## config.mk

```make
export PLATFORM = sky130hd
export DESIGN_NAME = ilbm_byterun_planar_decoder_core
export DESIGN_NICKNAME = d
export VERILOG_FILES = /design/src/ibd_pkg.sv /design/src/ibd_queue.sv /design/src/ibd_front.sv /design/src/ibd_back.sv /design/src/ilbm_byterun_planar_decoder_core.sv
export SDC_FILE = /design/constraint.sdc
export NUM_CORES = 2
export LEC_CHECK = 0
export ABC_CLOCK_PERIOD_IN_PS = 16290
export BUFFER_PORTS_ARGS = -buffer_cell sky130_fd_sc_hd__buf_2
export CAP_MARGIN = 20
export CORE_ASPECT_RATIO = 0.5
export CORE_UTILIZATION = 38
export CTS_CLUSTER_DIAMETER = 40
export DETAILED_ROUTE_END_ITERATION = 12
export GPL_TIMING_DRIVEN = 0
export PLACE_DENSITY = 0.62
export SETUP_SLACK_MARGIN = 0.1
export SLEW_MARGIN = 30
export SYNTH_ARGS = -nofsm -noshare
export SYNTH_HDL_FRONTEND = slang
export SYNTH_MEMORY_MAX_BITS = 65536
export SYNTH_SLANG_ARGS = --single-unit
export TNS_END_PERCENT = 1
```

## constraint.sdc

```tcl
create_clock -name clk -period 16.29 [get_ports clk]
set_clock_uncertainty 0.2 [all_clocks]
set_input_delay 1.629 -clock clk [delete_from_list [all_inputs] [get_ports clk]]
set_output_delay 1.629 -clock clk [all_outputs]
set_load 0.01 [all_outputs]
```

## src/ibd_pkg.sv

```systemverilog
package ibd_pkg;

	localparam int MAX_PLANE_BYTES = 64;
	localparam int MAX_PLANES      = 8;
	localparam int COL_W           = $clog2(MAX_PLANE_BYTES);
	localparam int PL_W            = $clog2(MAX_PLANES);
	localparam int ADDR_W          = COL_W + PL_W;
	localparam int GRP_W           = COL_W + 1;
	localparam int QUEUE_DEPTH     = 4;

	typedef enum logic [1:0] {
		CFG_WIDTH      = 2'd0,
		CFG_HEIGHT     = 2'd1,
		CFG_PLANES     = 2'd2,
		CFG_COMPRESSED = 2'd3
	} cfg_idx_t;

	typedef struct packed {
		logic [7:0] body_byte;
		logic       image_start;
	} in_req_t;

	typedef struct packed {
		logic [7:0] pixel_a;
		logic [7:0] pixel_b;
		logic [7:0] pixel_c;
		logic [7:0] pixel_d;
		logic [7:0] pixel_e;
		logic [7:0] pixel_f;
		logic [7:0] pixel_g;
		logic [7:0] pixel_h;
		logic [3:0] pixels_valid;
		logic       row_end;
		logic       image_end;
	} out_req_t;

	typedef struct packed {
		logic [9:0]  width;
		logic [15:0] height;
		logic [3:0]  planes;
		logic        compressed;
	} cfg_t;

	typedef struct packed {
		logic              wr;
		logic [ADDR_W-1:0] addr;
		logic [7:0]        data;
		logic              emit;
		logic [GRP_W-1:0]  groups;
		logic [9:0]        width;
		logic [3:0]        planes;
		logic              last_row;
	} cmd_t;

endpackage

```

## src/ibd_queue.sv

```systemverilog
module ibd_queue (
	input  logic          clk,
	input  logic          arst_n,
	input  logic          wr_en,
	input  ibd_pkg::cmd_t wr_data,
	output logic          q_full,
	input  logic          rd_en,
	output ibd_pkg::cmd_t rd_data,
	output logic          q_empty
);
	import ibd_pkg::*;

	localparam int PW = $clog2(QUEUE_DEPTH);

	cmd_t          mem_q [QUEUE_DEPTH];
	logic [PW-1:0] wp_q, rp_q;
	logic [PW:0]   cnt_q;

	assign q_full  = (cnt_q == (PW+1)'(QUEUE_DEPTH));
	assign q_empty = (cnt_q == '0);
	assign rd_data = mem_q[rp_q];

	always_ff @(posedge clk) begin
		if (wr_en && !q_full) mem_q[wp_q] <= wr_data;
	end

	always_ff @(posedge clk or negedge arst_n) begin
		if (!arst_n) begin
			wp_q  <= '0;
			rp_q  <= '0;
			cnt_q <= '0;
		end else begin
			if (wr_en && !q_full) wp_q <= wp_q + 1'b1;
			if (rd_en && !q_empty) rp_q <= rp_q + 1'b1;
			cnt_q <= cnt_q + (PW+1)'(wr_en && !q_full) - (PW+1)'(rd_en && !q_empty);
		end
	end
endmodule

```

## src/ibd_front.sv

```systemverilog
module ibd_front (
	input  logic             clk,
	input  logic             arst_n,
	input  ibd_pkg::cfg_t    cfg,
	input  logic             push,
	output logic             full,
	input  ibd_pkg::in_req_t item,
	output logic             cmd_push,
	output ibd_pkg::cmd_t    cmd,
	input  logic             q_full
);
	import ibd_pkg::*;

	typedef enum logic [1:0] {PH_HEADER, PH_LITERAL, PH_REPEAT, PH_SKIP} phase_t;
	typedef enum logic {ST_TAKE, ST_RUN} state_t;

	state_t          st_q, st_d;
	phase_t          phase_q, phase_e, phase_d;
	logic [7:0]      lit_q, lit_e, lit_d, rep_q, rep_d, run_byte_q, run_byte_d;
	logic [PL_W-1:0] plane_q, plane_e, plane_n, plane_d;
	logic [COL_W:0]  col_q, col_e, col_n, col_d, col_inc, pb;
	logic [15:0]     rows_q, rows_e, rows_d;
	logic [9:0]      w_eff;
	logic [3:0]      np_eff, pl_inc;
	logic            take, start, put, stores, ended, row_done;

	always_comb begin
		w_eff = cfg.width;
		if (w_eff == '0) w_eff = 10'd1;
		if (w_eff > 10'(MAX_PLANE_BYTES * 8)) w_eff = 10'(MAX_PLANE_BYTES * 8);
		np_eff = cfg.planes;
		if (np_eff == '0) np_eff = 4'd1;
		if (np_eff > 4'(MAX_PLANES)) np_eff = 4'(MAX_PLANES);
		pb = 7'((w_eff + 10'd7) >> 3);
		pb = pb + {6'd0, pb[0]};
		if (pb > 7'(MAX_PLANE_BYTES)) pb = 7'(MAX_PLANE_BYTES);
	end

	assign full  = (st_q != ST_TAKE) || q_full;
	assign take  = push && !full;
	assign start = (st_q == ST_TAKE) && item.image_start;

	assign phase_e = start ? PH_HEADER : phase_q;
	assign lit_e   = start ? 8'd0 : lit_q;
	assign plane_e = start ? '0 : plane_q;
	assign col_e   = start ? '0 : col_q;
	assign rows_e  = start ? 16'd0 : rows_q;

	always_comb begin
		col_inc  = col_e + 1'b1;
		pl_inc   = 4'(plane_e) + 4'd1;
		stores   = (4'(plane_e) < np_eff) && (col_e < pb);
		ended    = !((col_inc < pb) && (4'(plane_e) < np_eff));
		row_done = ended && (pl_inc >= np_eff);
		plane_n  = ended ? (row_done ? '0 : pl_inc[PL_W-1:0]) : plane_e;
		col_n    = ended ? '0 : col_inc;
	end

	always_comb begin
		put = 1'b0;
		if (st_q == ST_RUN) begin
			put = !q_full;
		end else if (take && rows_e < cfg.height) begin
			put = !cfg.compressed || phase_e == PH_LITERAL;
		end
	end

	assign cmd_push     = put;
	assign cmd.wr       = stores;
	assign cmd.addr     = {plane_e, col_e[COL_W-1:0]};
	assign cmd.data     = (st_q == ST_RUN) ? run_byte_q : item.body_byte;
	assign cmd.emit     = row_done;
	assign cmd.groups   = GRP_W'((w_eff + 10'd7) >> 3);
	assign cmd.width    = w_eff;
	assign cmd.planes   = np_eff;
	assign cmd.last_row = (17'(rows_e) + 17'd1) == 17'(cfg.height);

	always_comb begin
		st_d       = st_q;
		phase_d    = phase_q;
		lit_d      = lit_q;
		rep_d      = rep_q;
		plane_d    = plane_q;
		col_d      = col_q;
		rows_d     = rows_q;
		run_byte_d = run_byte_q;
		if (st_q == ST_RUN) begin
			if (!q_full) begin
				plane_d = plane_n;
				col_d   = col_n;
				if (row_done) rows_d = rows_q + 16'd1;
				if (ended || rep_q == 8'd1) begin
					rep_d   = '0;
					phase_d = PH_HEADER;
					st_d    = ST_TAKE;
				end else begin
					rep_d = rep_q - 8'd1;
				end
			end
		end else if (take) begin
			phase_d = phase_e;
			lit_d   = lit_e;
			plane_d = plane_e;
			col_d   = col_e;
			rows_d  = rows_e;
			if (start) rep_d = '0;
			if (rows_e < cfg.height) begin
				if (put) begin
					plane_d = plane_n;
					col_d   = col_n;
					if (row_done) rows_d = rows_e + 16'd1;
				end
				if (!cfg.compressed) begin
					phase_d = PH_HEADER;
					lit_d   = '0;
					rep_d   = '0;
				end else begin
					unique case (phase_e)
						PH_HEADER: begin
							if (item.body_byte > 8'h80) begin
								rep_d   = 8'(9'd257 - 9'(item.body_byte));
								phase_d = PH_REPEAT;
							end else if (item.body_byte < 8'h80) begin
								lit_d   = item.body_byte + 8'd1;
								phase_d = PH_LITERAL;
							end
						end
						PH_LITERAL: begin
							lit_d = lit_e - 8'd1;
							if (lit_e == 8'd1) phase_d = PH_HEADER;
							else if (ended) phase_d = PH_SKIP;
						end
						PH_REPEAT: begin
							run_byte_d = item.body_byte;
							st_d       = ST_RUN;
						end
						PH_SKIP: begin
							lit_d = lit_e - 8'd1;
							if (lit_e == 8'd1) phase_d = PH_HEADER;
						end
						default: phase_d = PH_HEADER;
					endcase
				end
			end
		end
	end

	always_ff @(posedge clk or negedge arst_n) begin
		if (!arst_n) begin
			st_q       <= ST_TAKE;
			phase_q    <= PH_HEADER;
			lit_q      <= '0;
			rep_q      <= '0;
			plane_q    <= '0;
			col_q      <= '0;
			rows_q     <= '0;
			run_byte_q <= '0;
		end else begin
			st_q       <= st_d;
			phase_q    <= phase_d;
			lit_q      <= lit_d;
			rep_q      <= rep_d;
			plane_q    <= plane_d;
			col_q      <= col_d;
			rows_q     <= rows_d;
			run_byte_q <= run_byte_d;
		end
	end
endmodule

```

## src/ibd_back.sv

```systemverilog
module ibd_back (
	input  logic              clk,
	input  logic              arst_n,
	input  ibd_pkg::cmd_t     cmd,
	input  logic              q_empty,
	output logic              cmd_pop,
	output logic              empty,
	input  logic              pop,
	output ibd_pkg::out_req_t result
);
	import ibd_pkg::*;

	typedef enum logic [1:0] {B_IDLE, B_READ, B_DRAIN, B_HOLD} state_t;

	state_t            st_q;
	logic [7:0]        mem [MAX_PLANES*MAX_PLANE_BYTES];
	logic [7:0]        rdata_q;
	logic              rv_q;
	logic [PL_W-1:0]   rpl_q, pl_q;
	logic [GRP_W-1:0]  g_q, groups_q;
	logic [9:0]        width_q, rem;
	logic [3:0]        planes_q, valid;
	logic              last_q, ov_q, load;
	logic [7:0][7:0]   acc_q;
	logic [7:0][7:0]   pix;
	out_req_t          out_q;

	assign cmd_pop = (st_q == B_IDLE) && !q_empty;
	assign empty   = !ov_q;
	assign result  = out_q;
	assign load    = (st_q == B_HOLD) && (!ov_q || pop);

	always_comb begin
		rem   = width_q - {1'b0, g_q[COL_W-1:0], 3'd0};
		valid = (rem >= 10'd8) ? 4'd8 : rem[3:0];
		for (int p = 0; p < 8; p++) begin
			pix[p] = (4'(p) < valid) ? acc_q[p] : 8'd0;
		end
	end

	always_ff @(posedge clk) begin
		if (cmd_pop && cmd.wr) mem[cmd.addr] <= cmd.data;
		rdata_q <= mem[{pl_q, g_q[COL_W-1:0]}];
	end

	always_ff @(posedge clk or negedge arst_n) begin
		if (!arst_n) begin
			st_q     <= B_IDLE;
			rv_q     <= 1'b0;
			rpl_q    <= '0;
			pl_q     <= '0;
			g_q      <= '0;
			groups_q <= '0;
			width_q  <= '0;
			planes_q <= '0;
			last_q   <= 1'b0;
			ov_q     <= 1'b0;
			acc_q    <= '0;
			out_q    <= '0;
		end else begin
			rv_q  <= (st_q == B_READ);
			rpl_q <= pl_q;
			if (rv_q) begin
				for (int p = 0; p < 8; p++) acc_q[p][rpl_q] <= rdata_q[7-p];
			end
			if (load) ov_q <= 1'b1;
			else if (pop && ov_q) ov_q <= 1'b0;
			unique case (st_q)
				B_IDLE: begin
					if (cmd_pop && cmd.emit) begin
						groups_q <= cmd.groups;
						width_q  <= cmd.width;
						planes_q <= cmd.planes;
						last_q   <= cmd.last_row;
						g_q      <= '0;
						pl_q     <= '0;
						acc_q    <= '0;
						st_q     <= B_READ;
					end
				end
				B_READ: begin
					if (4'(pl_q) + 4'd1 >= planes_q) st_q <= B_DRAIN;
					else pl_q <= pl_q + 1'b1;
				end
				B_DRAIN: st_q <= B_HOLD;
				B_HOLD: begin
					if (load) begin
						out_q.pixel_a      <= pix[0];
						out_q.pixel_b      <= pix[1];
						out_q.pixel_c      <= pix[2];
						out_q.pixel_d      <= pix[3];
						out_q.pixel_e      <= pix[4];
						out_q.pixel_f      <= pix[5];
						out_q.pixel_g      <= pix[6];
						out_q.pixel_h      <= pix[7];
						out_q.pixels_valid <= valid;
						out_q.row_end      <= (g_q + 1'b1 == groups_q);
						out_q.image_end    <= (g_q + 1'b1 == groups_q) && last_q;
						acc_q              <= '0;
						pl_q               <= '0;
						g_q                <= g_q + 1'b1;
						st_q <= (g_q + 1'b1 == groups_q) ? B_IDLE : B_READ;
					end
				end
				default: st_q <= B_IDLE;
			endcase
		end
	end
endmodule

```

## src/ilbm_byterun_planar_decoder_core.sv

```systemverilog
// channel  | handshake             | payload
// ---------+-----------------------+--------------------------------------
// input    | push / full           | item   (body_byte, image_start)
// result   | empty / pop           | result (pixel_a..h, valid, ends)
// config   | cfg_valid / cfg_ready | cfg_index, cfg_data
//
// Bytes are accepted one a cycle while the command queue has room and no
// repeat run is being played out; the front decoder holds full during a run.
// A row flush reads the row store once per plane per group through the single
// store read port, then passes the B_DRAIN and B_HOLD states per result group.
// Reset clears all control state; the row store holds no reset value.
// A stalled result consumer backs up the flush, the queue, then full.
module ilbm_byterun_planar_decoder_core (
	input  logic              clk,
	input  logic              arst_n,
	input  logic              push,
	output logic              full,
	input  ibd_pkg::in_req_t  item,
	output logic              empty,
	input  logic              pop,
	output ibd_pkg::out_req_t result,
	input  logic              cfg_valid,
	output logic              cfg_ready,
	input  logic [1:0]        cfg_index,
	input  logic [15:0]       cfg_data
);
	import ibd_pkg::*;

	cfg_t cfg_q;
	cmd_t cmd_in, cmd_out;
	logic cmd_push, cmd_pop, q_full, q_empty;

	assign cfg_ready = 1'b1;

	always_ff @(posedge clk or negedge arst_n) begin
		if (!arst_n) begin
			cfg_q.width      <= 10'd320;
			cfg_q.height     <= 16'd200;
			cfg_q.planes     <= 4'd8;
			cfg_q.compressed <= 1'b1;
		end else if (cfg_valid && cfg_ready) begin
			unique case (cfg_idx_t'(cfg_index))
				CFG_WIDTH:      cfg_q.width      <= cfg_data[9:0];
				CFG_HEIGHT:     cfg_q.height     <= cfg_data;
				CFG_PLANES:     cfg_q.planes     <= cfg_data[3:0];
				CFG_COMPRESSED: cfg_q.compressed <= cfg_data[0];
				default: ;
			endcase
		end
	end

	ibd_front u_front (
		.clk(clk), .arst_n(arst_n), .cfg(cfg_q), .push(push), .full(full),
		.item(item), .cmd_push(cmd_push), .cmd(cmd_in), .q_full(q_full)
	);

	ibd_queue u_queue (
		.clk(clk), .arst_n(arst_n), .wr_en(cmd_push), .wr_data(cmd_in),
		.q_full(q_full), .rd_en(cmd_pop), .rd_data(cmd_out), .q_empty(q_empty)
	);

	ibd_back u_back (
		.clk(clk), .arst_n(arst_n), .cmd(cmd_out), .q_empty(q_empty),
		.cmd_pop(cmd_pop), .empty(empty), .pop(pop), .result(result)
	);
endmodule
```

; ---- Word level (Yosys, flattened, before mapping)
; Memory sizes are Yosys's and may differ from the RTL's. A register that Yosys moved wholly into a read port is not among the register bits.
; Cells that the tools add are included.
[classes]
n_lt_le_gt_ge = 22
n_reduce_logical = 50
n_eq_ne = 21
bitwise = 1
add_sub_neg = 19
n_mux = 107
[op_table]
columns = op, n
row1 = 64-bit two-way mux, 3
row2 = 8-bit two-way mux, 23
row3 = 16-bit two-way mux, 8
row4 = 64-bit one-hot mux with 2 select lines, 1
row5 = 7-bit two-way mux, 10
row6 = 8-bit bitwise mux, 8
row7 = 3-bit two-way mux, 11
row8 = 16-bit by 1-bit adder with 16-bit output (second input constant), 2
row9 = 2-bit two-way mux, 15
row10 = 10-bit two-way mux, 2
row11 = 16-bit by 1-bit adder with 17-bit output (second input constant), 1
row12 = 17-bit by 16-bit equality test with 1-bit output, 1
row13 = 1-bit two-way mux, 17
row14 = 8-bit by 1-bit equality test with 1-bit output (second input constant), 2
row15 = 16-bit < comparator, 1
row16 = 3-bit by 4-bit < comparator with 1-bit output (first input constant), 4
row17 = 8-bit one-hot mux with 2 select lines, 1
row18 = 2-bit AND reduction, 8
row19 = 8-bit by 1-bit subtractor with 8-bit output (second input constant), 2
row20 = 1-bit logical AND, 15
row21 = 7-bit by 1-bit adder with 7-bit output (second input constant), 2
row22 = 7-bit < comparator, 2
row23 = 7-bit one-hot mux with 2 select lines, 1
row24 = 2-bit equality test (second input constant), 6
row25 = 45 further kinds, 74
[word_totals]
elab_cells = 266
in_bits = 32
ff_bits = 264
mem_bits_rw = 4260
memories = 2
[mem_list]
columns = memory, words, width, rd, rd_clocked_by_memory_dff, write_ports, line
row1 = u_back.mem, 512, 8, 1, 1, 1, ibd_back.sv:16  ; logic [7:0] mem [MAX_PLANES*MAX_PLANE_BYTES];
row2 = u_queue.mem_q, 4, 41, 1, 0, 1, ibd_queue.sv:15  ; cmd_t mem_q [QUEUE_DEPTH];

; ---- Logic depth before layout (Yosys ltp)
[logic_depth]
word_depth = 18
depth_mapped = 21
depth_no_buf = 18

; ---- Hierarchy
; Synthesis repeated with hierarchy kept, for this count alone.
[unflattened]
cells_unflattened = 9325
hier_area_um2 = 179535.9
[modules_own_cells]
columns = mod, seq_area_each_um2, area_each_um2, n_inst, cells_each
row1 = ibd_back, 127487.3, 165991.7, 1, 8242
row2 = ibd_queue, 5099.9, 6443.7, 1, 256
row3 = ibd_front, 1326.3, 5854.4, 1, 757
row4 = ilbm_byterun_planar_decoder_core, 784.5, 1246.2, 1, 70

; ---- Worst setup path before layout
; OpenSTA, ideal clock, no wires.
[synth_path]
path_type = register -> register
from = register u_queue.rp_q[0]
to = memory u_back.mem[0][0] (data pin)
arrival_ps = 5039
setup_ps = 903
setup_slack_ps = 10148
t_required_ps = 15187
stages_incl_launch_ff = 6
cell_sequence = dfrtp_1 > buf_2 > buf_2 > buf_2 > buf_2 > mux4_2
[synth_rtl]
columns = item, line
row1 = "start, declared", ibd_queue.sv:16  ; logic [PW-1:0] wp_q, rp_q;
row2 = "start signal, assigned", ibd_queue.sv:34  ; if (rd_en && !q_empty) rp_q <= rp_q + 1'b1;
row3 = "end, declared", ibd_back.sv:16

==> out/metrics.cfg <==
[outcome]
outcome=finished, final reports clean

[worst_hold_path]
hp-class=reg -> reg

[timing]
slew-limit-headroom_pct=10.7
worst_pin_slew_ns=1.33
layout_min_cycle_time_ns=7.50
slew_violations=0
rsz0062_at_grt=false
fin_tns_setup_ns=0
min_period_over_period_pct=46.1
fmax_ghz=0.133
finalSetupViolCount=0
hold_viol=0

[clock_tree]
clock-sinks=4532
cts_tree=done
cts_hold_buf=0
clk_path_buf_depth=4
root_buffer=clkbuf_16
worstSkewPairLatency_ns=0.99
postCtsResizedCells=0
numCtsBuffers=487
htreeDepth=5
clk_pin_slew_ns=0.06
post-cts-setup-buffer-count=0

[global_routing]
grt_pass1_wl_mm=834
grt_pass1_vias=97777
grt_usage_pct=25.6
grt-ovfl-total=0
antenna_found_initial=82
grt_max_degree=84

[worst_setup_path]
reg2reg_depth=21
critPathRequiredTime_ns=16.89
r2r-end=u_front.rows_q[14]
cp-end-kind=register
cp.arrival_ns=8.11
path_class=in -> reg
reg2reg_slack_ns=9.11
r2r-start=u_front.st_q
crit_fanout=10
critPathLaunchType=input port
crit_path_start=item[0]
cp-endpoint=u_front.rows_q[14]

[routing]
drt_pre_antenna_iters=7
vias=105025
vias_per_cell=6.08
wl_per_cell_um=36.3
drt_wl_total_mm=627
drc_errors=0
first_iter_violations=17721
ant_nets=0

[die]
die_w_um=976
die_y_um=489
ioPinCount=105
core-area_mm2=0.471
floorplan.initialDensity_pct=38.2
std_cell_rows=178
die_area_mm2=0.477

[synth]
ys_seq_elements=4532
seq_area_frac_synth_pct=74.8
synthCells=9732
syn-mean-instance-area_um2=18.5
synthFlopType=edfxtp_1
synth_cell_types=87
syn_area_mm2=0.180
async_flop_share_pct=5.83
synthesis.nets=9836
yosysWarnings=0
synth_edf_count=4260

[pwr]
combinationalPowerShare_pct=28.2
powerDensity_mw_per_mm2=181
switching_share_pct=33.2
switching_power_uw=12600
ir_worst_vdd_mv=0.146
p_int_uw=25400
p_leak_uw=0.0665
power_frac_seq_pct=41.0
total_power_uw=38000
clkPwrFrac_pct=30.8

[finish]
final_nets=10599
mostFrequentLayoutCells=edfxtp_1 (4260), nor2_1 (752), mux4_2 (706)
final_common_cell=edfxtp_1
drive_above_1_share_pct=23.1
syn2layout_area_growth_pct=16.6

[placement]
hpwl_mm=444
port_buffers=99
gp_congestion=1.06

[run]
cap_violations=0

## per-stage QoR
stage	setup slack, ns	instances	util, %	hold WS, ns	cell area, um2
2_1_floorplan	10.15	9732	-	0.201	180000
3_3_place_gp	4.50	16131	40.0	0.249	188000
3_5_place_dp	7.87	16305	40.9	0.253	193000
4_1_cts	8.83	17211	44.5	0.271	210000
5_1_grt	8.50	17219	44.5	0.288	210000
6_report	8.79	17268	44.6	0.280	210000
## power by group through the flow
stage               Clock, uW  Sequential (uW)  Combinational, uW
detailed placement          0            15800              10400
global placement            0            17300               9110
finish                  11700            15600              10700
global route            12200            15600              10900
CTS                     11700            15600              10400
floorplan                   0            16300               4980
## Yosys cell counts, types with 84 or more instances
cell type	n	area share, %
a21oi_1	315	0.88
a22oi_1	158	0.66
buf_2	89	0.25
clkbuf_1	305	0.64
dfrtp_1	257	3.6
edfxtp_1	4260	71
mux2_2	173	1.1
mux2i_1	620	3.4
mux4_2	714	8.9
nand2_1	368	0.77
nor2_1	825	1.7
nor4_1	84	0.29
o21ai_0	196	0.54
o22ai_1	224	0.78
## area by class of cell
class	instances	area, um2
antenna	56	140
timing repair buffer	274	3950
sequential	4532	135000
fill	40093	261000
multi-input combinational	4528	42200
inverter	70	263
buffer	602	3970
clock buffer	562	12700
tap	6300	7880
clock inverter	344	4190
## cell families after synthesis
logic type      synth area share [%]
xor+xnor                       0.326
buf+inv                         2.25
compound gates                  4.54
fa+ha+maj                      0.509
simple gates                    3.88
other cells                  0.00208
flops                           74.8
mux                             13.7
## metal layers
layer | wire length [um] | GRT usage (%) | part of all wire [%] | vias up
met2 | 260000 | 35.5 | 41 | 7583
met3 | 93700 | 10.6 | 15 | 1315
li1 | - | - | - | 40921
met1 | 241000 | 35.0 | 38 | 55158
met4 | 31400 | 11.3 | 5.0 | 48
met5 | 1100 | 1.07 | 0.18 | -
## worst max-delay path: stages
cell	delay [ns]
buf_2	0.14
nand2b_1	0.18
clkbuf_1	0.52
clkbuf_1	0.66
clkbuf_1	0.61
clkbuf_1	0.56
and2_1	0.32
ha_1	0.31
and3_1	0.27
nand3_1	0.11
xnor2_1	0.21
ha_1	0.28
nand3_1	0.09
a21oi_1	0.05
a211o_1	0.29
o21ai_1	0.55
or3_1	0.23
clkbuf_1	0.46
nor3_1	0.11
xor2_1	0.17
a221o_1	0.33
## worst min path at each step
stage / start / to / slack, ns / depth (start not counted)
2_1_floorplan: u_back.pl_q[0] / u_back.rpl_q[0] / 0.20 / 0
3_3_place_gp: u_back.pl_q[0] / u_back.rpl_q[0] / 0.25 / 0
3_5_place_dp: u_back.pl_q[0] / u_back.rpl_q[0] / 0.25 / 0
4_1_cts: u_back.pl_q[0] / u_back.rpl_q[0] / 0.27 / 0
5_1_grt: u_back.pl_q[0] / u_back.rpl_q[0] / 0.29 / 0
6_report: u_back.pl_q[0] / u_back.rpl_q[0] / 0.28 / 0
## state kept, by name (all words and copies together), names as in the netlist, 4 cells and up
register            flops
u_front.run_byte_q      8
u_back.acc_q           64
u_back.groups_q         7
u_back.g_q              7
u_front.rows_q         16
u_front.col_q           7
u_queue.mem_q         164
u_back.result          70
u_back.rdata_q          8
u_back.width_q         10
u_back.mem           4096
u_back.planes_q         4
u_front.rep_q           8
u_front.lit_q           8
cfg_q                  31
No activity file was read; power rests on OpenSTA's default activity.
